$ cat src/fdi_pkg.sv
`default_nettype none
package fdi_pkg;

    localparam int DW = 64;
    localparam logic signed [DW-1:0] LIMV = 64'sh3FFF_FFFF_FFFF_FFFF;

    localparam logic [1:0] ST_OK   = 2'd0;
    localparam logic [1:0] ST_ZERO = 2'd1;
    localparam logic [1:0] ST_OVF  = 2'd2;

    typedef enum logic [9:0] {
        S_LOAD  = 10'b00_0000_0001,
        S_CHECK = 10'b00_0000_0010,
        S_PDIV  = 10'b00_0000_0100,
        S_PASS  = 10'b00_0000_1000,
        S_RD    = 10'b00_0001_0000,
        S_WR    = 10'b00_0010_0000,
        S_MUL1  = 10'b00_0100_0000,
        S_DIV2  = 10'b00_1000_0000,
        S_MUL2  = 10'b01_0000_0000,
        S_DONE  = 10'b10_0000_0000
    } t_state;

    typedef struct packed {
        logic                 start;
        logic signed [DW-1:0] a;
        logic signed [DW-1:0] b;
    } t_mul_req;

    typedef struct packed {
        logic          start;
        logic [DW-1:0] num;
        logic [DW-1:0] den;
        logic          neg;
    } t_div_req;

    typedef struct packed {
        logic                 done;
        logic signed [DW-1:0] res;
    } t_unit_rsp;

    function automatic logic signed [DW-1:0] clamp64(input logic signed [DW-1:0] v);
        logic signed [DW-1:0] r;
        r = v;
        if (v > LIMV) begin
            r = LIMV;
        end else if (v < -LIMV) begin
            r = -LIMV;
        end
        return r;
    endfunction

    function automatic logic [DW-1:0] mag64(input logic signed [DW-1:0] v);
        return v[DW-1] ? (~v + 64'd1) : v;
    endfunction

    function automatic logic signed [DW-1:0] sign64(input logic [DW-1:0] m, input logic neg);
        logic [DW-1:0] c;
        c = (m[DW-1:DW-2] != 2'b00) ? LIMV : m;
        return neg ? -$signed(c) : $signed(c);
    endfunction

endpackage
`default_nettype wire

$ cat src/fdi_div.sv
`default_nettype none
module fdi_div
    import fdi_pkg::*;
(
    input  wire        i_clk,
    input  wire        i_rst_n,
    input  t_div_req   i_req,
    output t_unit_rsp  o_rsp
);

    logic [DW-1:0] r_num, r_den, r_q;
    logic [DW:0]   r_rem;
    logic          r_neg;
    logic [5:0]    r_k;
    logic          r_busy;
    t_unit_rsp     r_rsp;
    logic [DW:0]   w_rem;
    logic          w_ge;

    assign w_rem = {r_rem[DW-1:0], r_num[DW-1]};
    assign w_ge  = w_rem >= {1'b0, r_den};

    always_ff @(posedge i_clk) begin
        if (!i_rst_n) begin
            r_busy <= 1'b0;
            r_rsp  <= '0;
            r_k    <= '0;
        end else begin
            r_rsp.done <= r_busy && !i_req.start && (r_k == 6'd63);
            if (i_req.start) begin
                r_num  <= i_req.num;
                r_den  <= i_req.den;
                r_neg  <= i_req.neg;
                r_rem  <= '0;
                r_q    <= '0;
                r_k    <= '0;
                r_busy <= 1'b1;
            end else if (r_busy) begin
                r_num <= {r_num[DW-2:0], 1'b0};
                r_rem <= w_ge ? (w_rem - {1'b0, r_den}) : w_rem;
                r_q   <= {r_q[DW-2:0], w_ge};
                r_k   <= r_k + 6'd1;
                if (r_k == 6'd63) begin
                    r_busy    <= 1'b0;
                    r_rsp.res <= (r_den == '0) ? '0 :
                                 sign64({r_q[DW-2:0], w_ge}, r_neg);
                end
            end
        end
    end

    assign o_rsp = r_rsp;

endmodule
`default_nettype wire

$ cat config.mk
export PLATFORM = sky130hd
export DESIGN_NAME = fdi_div
export DESIGN_NICKNAME = d
export VERILOG_FILES = /design/src/fdi_pkg.sv /design/src/fdi_div.sv
export SDC_FILE = /design/constraint.sdc
export NUM_CORES = 1
export LEC_CHECK = 0
export ABC_CLOCK_PERIOD_IN_PS = 31300
export BUFFER_PORTS_ARGS = -buffer_cell sky130_fd_sc_hd__buf_2
export CAP_MARGIN = 20
export CELL_PAD_IN_SITES_DETAIL_PLACEMENT = 1
export CELL_PAD_IN_SITES_GLOBAL_PLACEMENT = 1
export CORE_ASPECT_RATIO = 1.2
export CORE_MARGIN = 2
export CORE_UTILIZATION = 38
export DETAILED_ROUTE_END_ITERATION = 8
export PLACE_DENSITY = 0.71
export SETUP_SLACK_MARGIN = 0.15
export SYNTH_ARGS = -nofsm -noshare
export SYNTH_HDL_FRONTEND = slang
export SYNTH_SLANG_ARGS = --single-unit
export TNS_END_PERCENT = 30
$ cat constraint.sdc
create_clock -name i_clk -period 31.3 [get_ports i_clk]
set_input_delay 3.13 -clock i_clk [delete_from_list [all_inputs] [get_ports i_clk]]
set_output_delay 3.13 -clock i_clk [all_outputs]
set_load 0.005 [all_outputs]
**After elaboration in Yosys (flattened, before gate mapping)**

Cells that the tools add are included.

- Word-level logic and storage cells: 37
- Register bits after elaboration: 328
- Output and inout port bits: 65

- Reduce and logical (&&, ||, !) cells: 10
- Equal/unequal tests: 1
- Order comparisons: 1
- Mux-type cells: 11
- Add/sub/neg operators: 3
- Bitwise operators: 2

Operator list:

| operator | count |
|---|---|
| two-way mux 64 bit | 7 |
| >= comparator 65 x 64 -> 1 bit | 1 |
| logical NOT 64 bit | 1 |
| negation 64 bit | 1 |
| subtractor 64 bit | 1 |
| two-way mux 63 bit | 1 |
| adder 6 x 1 -> 6 bit (second input constant) | 1 |
| equality test 6 bit (second input constant) | 1 |
| AND reduction 2 bit | 2 |
| nonzero test 2 bit | 2 |
| two-way mux 1 bit | 3 |
| AND reduction 3 bit | 1 |
| logical AND 1 bit | 2 |
| inverter 1 bit | 2 |
| OR reduction 2 bit | 1 |
| logical NOT 1 bit | 1 |

**Logic depth before layout (Yosys ltp)**

Gate-level depths: netlist of run 1.

- Depth after elaboration: 5
- Mapped depth: 25

**Least setup slack after synthesis of run 1**

No wires, ideal clock.

- Path kind: in2reg
- From: in i_req[129] (netlist bit)
- To: reg r_num[0] (enable)
- Stages on the path: 4
- Arrival: 11.622 ns
- Buffers on the path: 2
- Setup time: 0.745 ns
- Path slack: 18.933 ns
- Cells stage by stage: clkbuf_1 clkbuf_1 nor2_1 nor2_1

- Word-level cells in the longest chain between the ends: 2

Ends and longest elaborated chain:

| item | RTL line | RTL |
|---|---|---|
| start, declared | fdi_div.sv:7 | `input t_div_req i_req,` |
| nonzero test 2 bit (no source line) | n/a |  |
| AND reduction 2 bit (no source line) | n/a |  |
| end signal, assigned | fdi_div.sv:31 | `r_num <= i_req.num;` |
| end signal, assigned | fdi_div.sv:39 | `r_num <= {r_num[DW-2:0], 1'b0};` |
| end, declared | fdi_div.sv:11 | `logic [DW-1:0] r_num, r_den, r_q;` |

No other way between the ends.
A chain may end at the register's enable or synchronous reset.

**Worst setup path after layout of run 1**

- From: reg r_den[1]
- To: reg r_rsp (netlist bit o_rsp[62])

- Word-level cells in the longest chain between the ends: 5
- Elaborated cells on any way between the ends: 6
- Those cells by class: add/sub (1); order compare (1); mux (3); reduce/logical (1)

Ends and longest elaborated chain:

| item | RTL line | RTL |
|---|---|---|
| start, declared | fdi_div.sv:11 |  |
| start signal, assigned | fdi_div.sv:32 | `r_den <= i_req.den;` |
| >= comparator 65 x 64 -> 1 bit | fdi_div.sv:21 | `assign w_ge = w_rem >= {1'b0, r_den};` |
| two-way mux 64 bit | fdi_pkg.sv:59 | `c = (m[DW-1:DW-2] != 2'b00) ? LIMV : m;` |
| negation 64 bit | fdi_pkg.sv:60 | `return neg ? -$signed(c) : $signed(c);` |
| two-way mux 64 bit | fdi_pkg.sv:60 |  |
| two-way mux 64 bit * | fdi_div.sv:45 | `r_rsp.res <= (r_den == '0) ? '0 :` |
| end, declared | fdi_div.sv:16 | `t_unit_rsp r_rsp;` |

Every way passes the cells marked *; elsewhere a longest branch is shown, timed or not.

==> results.txt, run 1 <==
CTS Buf Count: 38
Nets: 2156
Die height: 242 µm
Non-filler cells, final: 2613
Root Buffer Master: clkbuf_16
Clock share of power: 0.358
R2r startpoint: r_den[1]$_DFFE_PP_
Avg Cell Area, Syn: 9.95 µm²
RSZ-0062 raised after global routing: false
WHS: 445 ps
Period utilisation layout: 0.183
Post-Syn Nets: 2004
DP Wirelength: 37.5 mm
Gate power share: 0.204
DR vias/cell: 5.45
Tot Pwr: 1.19 mW
Seq/Total Area, Yosys: 0.509
CP Max Fanout: 4
Antenna Nets Post-Route: 0
Share of cells above drive strength 1: 0.180
CTS max path bufs: 3
Min Tclk post-route: 5730 ps
Crit path max-delay cell type: edfxtp_1
Pint: 0.837 mW
Cts repair resizes: 0
Largest stage delay on the critical path: 450 ps
Syn Std Cell Area: 0.0180 mm²
Synth-to-layout area growth: 15.3%
CP Cell Sequence: inv_1 -> ha_1 -> nor2b_1 -> o2111a_1 -> o311a_1 -> and4_1 -> a32oi_1 -> and4_1 -> or2_2 -> nand2_1 -> inv_1 -> ha_1 -> nand3_1 -> nor3_1 -> nand3_1 -> or3_1 -> or3_1 -> or2_2 -> nor4_1 -> nor2_1 -> a21oi_1 -> nor2_1
GRT Overall Usage: 0.211
Status: finished, final reports clean
CTS tree: done
Reg clk slew, reported paths: 60 ps
First-pass GRT wire length: 82.2 mm
Pwr dens: 57.6 mW/mm²
Worst slew pin tran: 1010 ps
# DRC: 0
Yosys warnings: 0
Clk_skew: 29.9 ps
Sink Count: 328
Routed WL: 52.2 mm
Max IR drop VDD: 0.0475 mV
Final Setup Violations: 0
Total global routing overflow: 0
Hold-fix buffers, CTS: 0
Row cnt: 87
Vias in the first global route: 14800
Met1 wire length: 21.2 mm
Dpl cells: 2537
Commonest non-fill, non-tap cell in the layout: edfxtp_1
Met2 routed WL: 27.8 mm
Max Slew Vio Count: 0
WL per Instance: 20.0 µm
Largest net degree at the start of global routing: 89
Initial antenna violation count: 3
Starting Density: 0.384
CP startpoint: r_den[1]$_DFFE_PP_
WL met3: 1.87 mm
DRT Pass-1 Iters: 5
Syn Inst Count: 1805
Static leakage: 7.93 nW
Sum Neg Setup Slack: 0 ps
Setup Crit Path Kind: reg2reg
Post-synth EDFFs: 256
Htree depth: 2
Arr. time, crit path: 6180 ps
Asr flop ratio synth: 0
Worst-skew pair later-pin latency: 570 ps
Startpoint types: flop
Fmax: 175 MHz
I/O Buffers: 196
Die area: 0.0490 mm²
GP Congestion: 0.859
Sw power: 0.356 mW
Final hold viol count: 0
Req. time, crit path: 31760 ps
Synth unique cells: 73
Vias post-DR: 14200
I/O Pins: 197
CP Capture Type: flop
Setup Buffers After CTS: 0
Die Wd: 202 µm
Synth Flop Type: edfxtp_1
DR iter-0 viols: 739
Core area: 0.0468 mm²
Fill cell count: 5329
Sequential share of power: 0.438
Switching share of power: 0.299
Max cap viols: 0
Most frequent cells in the layout: 256 x edfxtp_1, 223 x nand2_1, 195 x buf_2
Flops & latches, synth: 328
Slew margin rel.: 0.321
Min-delay src: o_rsp[47]$_SDFFE_PN0P_
Top Layer Used: met4
Hold Crit Class: reg2reg
-- power by group through the flow --
stage | Clock (mW) | Combinational, mW | Sequential [mW]
after floorplan | 0 | 0.177 | 0.528
after global placement | 0 | 0.236 | 0.530
after detailed placement | 0 | 0.242 | 0.532
after CTS | 0.439 | 0.244 | 0.523
after global routing | 0.454 | 0.272 | 0.526
final | 0.427 | 0.244 | 0.523
-- worst max-delay path, delay by kind of cell, from the launching register on --
| kind | cells | cell delay, ps |
|---|---|---|
| adders and majority gates | 2 | 470 |
| DFF | 1 | 450 |
| buffers and inverters | 2 | 180 |
| and+or+nand+nor | 14 | 3550 |
| AOI/OAI and AO/OA | 4 | 990 |
-- flip-flops by register name (all words and copies together), names as in the netlist --
signal,cells
o_rsp,65
r_busy,1
r_den,64
r_k,6
r_neg,1
r_num,64
r_q,63
r_rem,64
-- logic make-up (layout without fill, tap and decap cells) --
logic type / after synthesis / in the layout / share of synthesized area
flip-flops: 328 / 328 / 0.509
adder cells (fa/ha/maj): 67 / 67 / 0.0471
buffers and inverters: 184 / 366 / 0.0390
XOR/XNOR: 99 / 99 / 0.0483
other: 0 / 3 / 0
AO/OA/AOI/OAI: 419 / 419 / 0.146
multiplexers: 66 / 66 / 0.0413
AND/OR/NAND/NOR: 642 / 642 / 0.170
-- through the flow --
step | utilization | instance area [µm²] | worst slack, ps
floorplan | - | 18000 | 18930
global placement | 0.416 | 19500 | 24690
detailed placement | 0.416 | 19500 | 24640
CTS | 0.441 | 20600 | 25250
global route | 0.442 | 20700 | 25240
finish | 0.442 | 20700 | 25570
-- synth_stat cells, drive strengths merged (7+ instances only) --
library cell | count | share of area
edfxtp | 256 | 0.43
nand2 | 223 | 0.047
nor2 | 161 | 0.035
a21oi | 139 | 0.039
o21ai | 104 | 0.029
clkbuf | 91 | 0.019
inv | 83 | 0.017
dfxtp | 72 | 0.080
nor2b | 67 | 0.023
ha | 66 | 0.046
mux2 | 65 | 0.041
xnor2 | 62 | 0.030
nand3 | 40 | 0.011
xor2 | 37 | 0.018
nand4 | 28 | 0.0098
nor3 | 27 | 0.0075
nor4 | 27 | 0.0098
a211oi | 23 | 0.0096
or3 | 22 | 0.0079
a22oi | 19 | 0.0079
a31oi | 19 | 0.0066
a21o | 18 | 0.0075
o31ai | 18 | 0.0083
o21bai | 14 | 0.0059
nand2b | 10 | 0.0035
o41ai | 9 | 0.0056
buf | 8 | 0.0022
or2 | 8 | 0.0028
a221oi | 7 | 0.0034
o21a | 7 | 0.0029
o311ai | 7 | 0.0034
-- layout make-up --
type,instances,area (µm²),area share
diodes,3,7.51,0.000363
clock buffers,50,1030,0.0496
clock inverters,20,148,0.00713
inverters,85,319,0.0154
multi-input cells,1293,8160,0.394
flip-flops and latches,328,9130,0.441
well taps,623,779,0.0376
repair buffers,211,1140,0.0551
-- routing by layer --
layer,up-vias,track usage
li1,6836,-
met1,7055,0.253
met2,267,0.389
met3,83,0.0295
met4,0,0.0646
met5,-,0
-- worst paths after layout --
check,to,slack (ps),depth (start not counted)
min reg2reg,o_rsp[47]$_SDFFE_PN0P_,450,2
min,o_rsp[47]$_SDFFE_PN0P_,450,2
max,o_rsp[62]$_SDFFE_PN0P_,25570,22
max reg2reg,o_rsp[62]$_SDFFE_PN0P_,25570,22
Note: power is estimated with default switching activity, not from simulation.
==> run 2, diff against run 1 <==
Settings changed: ABC_CLOCK_PERIOD_IN_PS 31300 to 4800, PLACE_DENSITY 0.71 to 0.74.
Clock period 31.3 ns to 4.8 ns, I/O delays scaled along.
==> run 2 against run 1 <==
  * Combinational power increased to 7.0 times the previous value
  * Maximum frequency is 30% higher
  * Die area unchanged
  * Non-clock buffer count up 61
  * Critical endpoint is now o_rsp[26]$_SDFFE_PN0P_
  * Total power rose to 6.7 times the previous value
  * Largest power group unchanged
  * Clock skew is 9.5 ps lower
==> results.txt, run 2 (synthesis results as in run 1) <==
Reg clk slew, reported paths: 60 ps (about the same)
Share of cells above drive strength 1: 0.213 (was 0.180)
Startpoint types: flop (unchanged)
Final WS setup: 386 ps (was 25570 ps)
Fin util: 0.456 (was 0.442)
Initial antenna violation count: 5 (was 3)
# DRC: 0 (unchanged)
Most frequent cells in the layout: 256 x edfxtp_1, 222 x nand2_1, 195 x buf_2 (was 256 x edfxtp_1, 223 x nand2_1, 195 x buf_2)
Root Buffer Master: clkbuf_16 (unchanged)
Tot Pwr: 8.01 mW (was 1.19 mW)
GP Congestion: 0.913 (was 0.859)
Routed WL: 54.2 mm (was 52.2 mm)
Antenna Nets Post-Route: 0 (unchanged)
Max IR drop VDD: 0.365 mV (was 0.0475 mV)
Vias post-DR: 14600 (was 14200)
Max cap viols: 0 (unchanged)
Die Wd: 202 µm (unchanged)
Htree depth: 2 (unchanged)
Reg2Reg Depth: 22 (unchanged)
Commonest non-fill, non-tap cell in the layout: edfxtp_1 (unchanged)
Die area: 0.0490 mm² (unchanged)
Largest stage delay on the critical path: 570 ps (was 450 ps)
Gate power share: 0.212 (was 0.204)
Hold Crit Class: in2reg (was reg2reg)
RSZ-0062 raised after global routing: true (was false)
Clock share of power: 0.362 (was 0.358)
Req. time, crit path: 5300 ps (was 31760 ps)
Largest net degree at the start of global routing: 130 (was 89)
Core area: 0.0468 mm² (unchanged)
CTS Buf Count: 38 (unchanged)
Dpl cells: 2599 (was 2537)
Static leakage: 8.28 nW (was 7.93 nW)
Switching share of power: 0.301 (was 0.299)
DRT Pass-1 Iters: 5 (unchanged)
Setup Crit Path Kind: reg2reg (unchanged)
Nets: 2217 (was 2156)
Sink Count: 328 (unchanged)
Sum Neg Setup Slack: 0 ps (unchanged)
Fmax: 227 MHz (was 175 MHz)
Max Slew Vio Count: 0 (unchanged)
Worst slew pin tran: 1050 ps (was 1010 ps)
Vias in the first global route: 15600 (was 14800)
Sequential share of power: 0.426 (was 0.438)
Status: finished, final reports clean (unchanged)
Min-Delay Path Depth: 1 (was 2)
DP Worst Slack: -11.0 ps (was 24640 ps)
Reg2reg setup slack: 390 ps (was 25570 ps)
Max FFs per register: 65 (unchanged)
Clk_skew: 20.4 ps (was 29.9 ps)
First-pass GRT wire length: 84.9 mm (was 82.2 mm)
Crit path max-delay cell type: or4_1 (was edfxtp_1)
GRT Overall Usage: 0.219 (was 0.211)
Arr. time, crit path: 4910 ps (was 6180 ps)
I/O Buffers: 196 (unchanged)
CP Capture Type: flop (unchanged)
Min Tclk post-route: 4410 ps (was 5730 ps)
DR vias/cell: 5.44 (was 5.45)
Total global routing overflow: 0 (unchanged)
CP Cell Sequence: inv_1 -> ha_1 -> nand2_1 -> or4_1 -> o31ai_1 -> o21ai_0 -> and4_4 -> or2_2 -> nand2_2 -> inv_2 -> ha_4 -> nand3_4 -> nor3_4 -> nand3_2 -> buf_4 -> nor2_1 -> buf_4 -> nand3_1 -> a21oi_1 -> a31oi_1 -> o21ai_0 -> a21oi_1 (was inv_1 -> ha_1 -> nor2b_1 -> o2111a_1 -> o311a_1 -> and4_1 -> a32oi_1 -> and4_1 -> or2_2 -> nand2_1 -> inv_1 -> ha_1 -> nand3_1 -> nor3_1 -> nand3_1 -> or3_1 -> or3_1 -> or2_2 -> nor4_1 -> nor2_1 -> a21oi_1 -> nor2_1)
CTS max path bufs: 3 (unchanged)
CP Max Fanout: 7 (was 4)
Setup Buffers After CTS: 0 (unchanged)
Non-filler cells, final: 2675 (was 2613)
Final Setup Violations: 0 (unchanged)
DP Wirelength: 39.4 mm (was 37.5 mm)
Synth-to-layout area growth: 18.9% (was 15.3%)
Starting Density: 0.384 (unchanged)
Pint: 5.60 mW (was 0.837 mW)
Final hold viol count: 0 (unchanged)
Sw power: 2.41 mW (was 0.356 mW)
I/O Pins: 197 (unchanged)
Worst-skew pair later-pin latency: 580 ps (was 570 ps)
Pwr dens: 375 mW/mm² (was 57.6 mW/mm²)
Period utilisation layout: 0.920 (was 0.183)
Die height: 242 µm (unchanged)
CTS tree: done (unchanged)
Row cnt: 87 (unchanged)
DR iter-0 viols: 860 (was 739)
Slew margin rel.: 0.302 (was 0.321)
WL per Instance: 20.3 µm (was 20.0 µm)
[run 2: cell types whose count changed in the layout (fill, tap and decap cells not counted), moves of 3 or more]
cell       before  now
clkbuf_16      38   41
buf_4          12   72
clkinv_2        9    4
inv_4           0    4
ha_1           66   63
[run 2: metal layers]
metal | up-vias | part of all wire | routed length (µm) | track usage
li1 | 6954 | - | - | -
met1 | 7198 | 0.39 | 21400 | 0.245
met2 | 288 | 0.53 | 28700 | 0.405
met3 | 110 | 0.033 | 1780 | 0.0308
met4 | 0 | 0.043 | 2350 | 0.105
met5 | - | 0 | 0 | 0
[run 2: worst paths after layout]
path	from	end
hold / removal	i_req[58]	r_den[57]$_DFFE_PP_
hold reg to reg	o_rsp[59]$_SDFFE_PN0P_	o_rsp[59]$_SDFFE_PN0P_
setup reg to reg	r_den[19]$_DFFE_PP_	o_rsp[26]$_SDFFE_PN0P_
setup / recovery	r_den[19]$_DFFE_PP_	o_rsp[26]$_SDFFE_PN0P_
[run 2: power by group through the flow]
stage	combinational, mW	sequential (mW)	clock, mW
global route	1.88	3.43	3.07
finish	1.70	3.41	2.90
global placement	1.62	3.46	0
detailed placement	1.67	3.47	0
floorplan	1.15	3.42	0
CTS	1.68	3.41	2.97
[run 2: area by class of cell]
cell class / count / area [µm²]
Tap cell: 623 / 779
Sequential cell: 328 / 9130
Timing Repair Buffer: 272 / 1600
Clock inverter: 14 / 123
Clock buffer: 55 / 1110
Multi-Input combinational cell: 1293 / 8280
Fill cell: 5383 / 25500
Inverter: 85 / 319
Antenna cell: 5 / 12.5
[run 2: worst max-delay path: cells and delay by family (launching register included)]
kind / cells / cell delay (ps)
fa+ha+maj: 2 / 600
buf+inv: 4 / 400
flops: 1 / 360
compound gates: 6 / 1240
simple gates: 10 / 1720
[run 2: repair_timing]
action | CTS | global route
hold buffers | 0 | 0
pin swaps | 1 | 10
gates resized for setup | 5 | 22
setup endpoints to repair | 7 | 18
[run 2: metrics by stage]
stage | instance area (µm²) | hold WS (ps)
2_1_floorplan | 18000 | 435
3_3_place_gp | 19900 | 419
3_5_place_dp | 19900 | 437
4_1_cts | 21200 | 51.6
5_1_grt | 21300 | 55.0
6_report | 21300 | 82.5
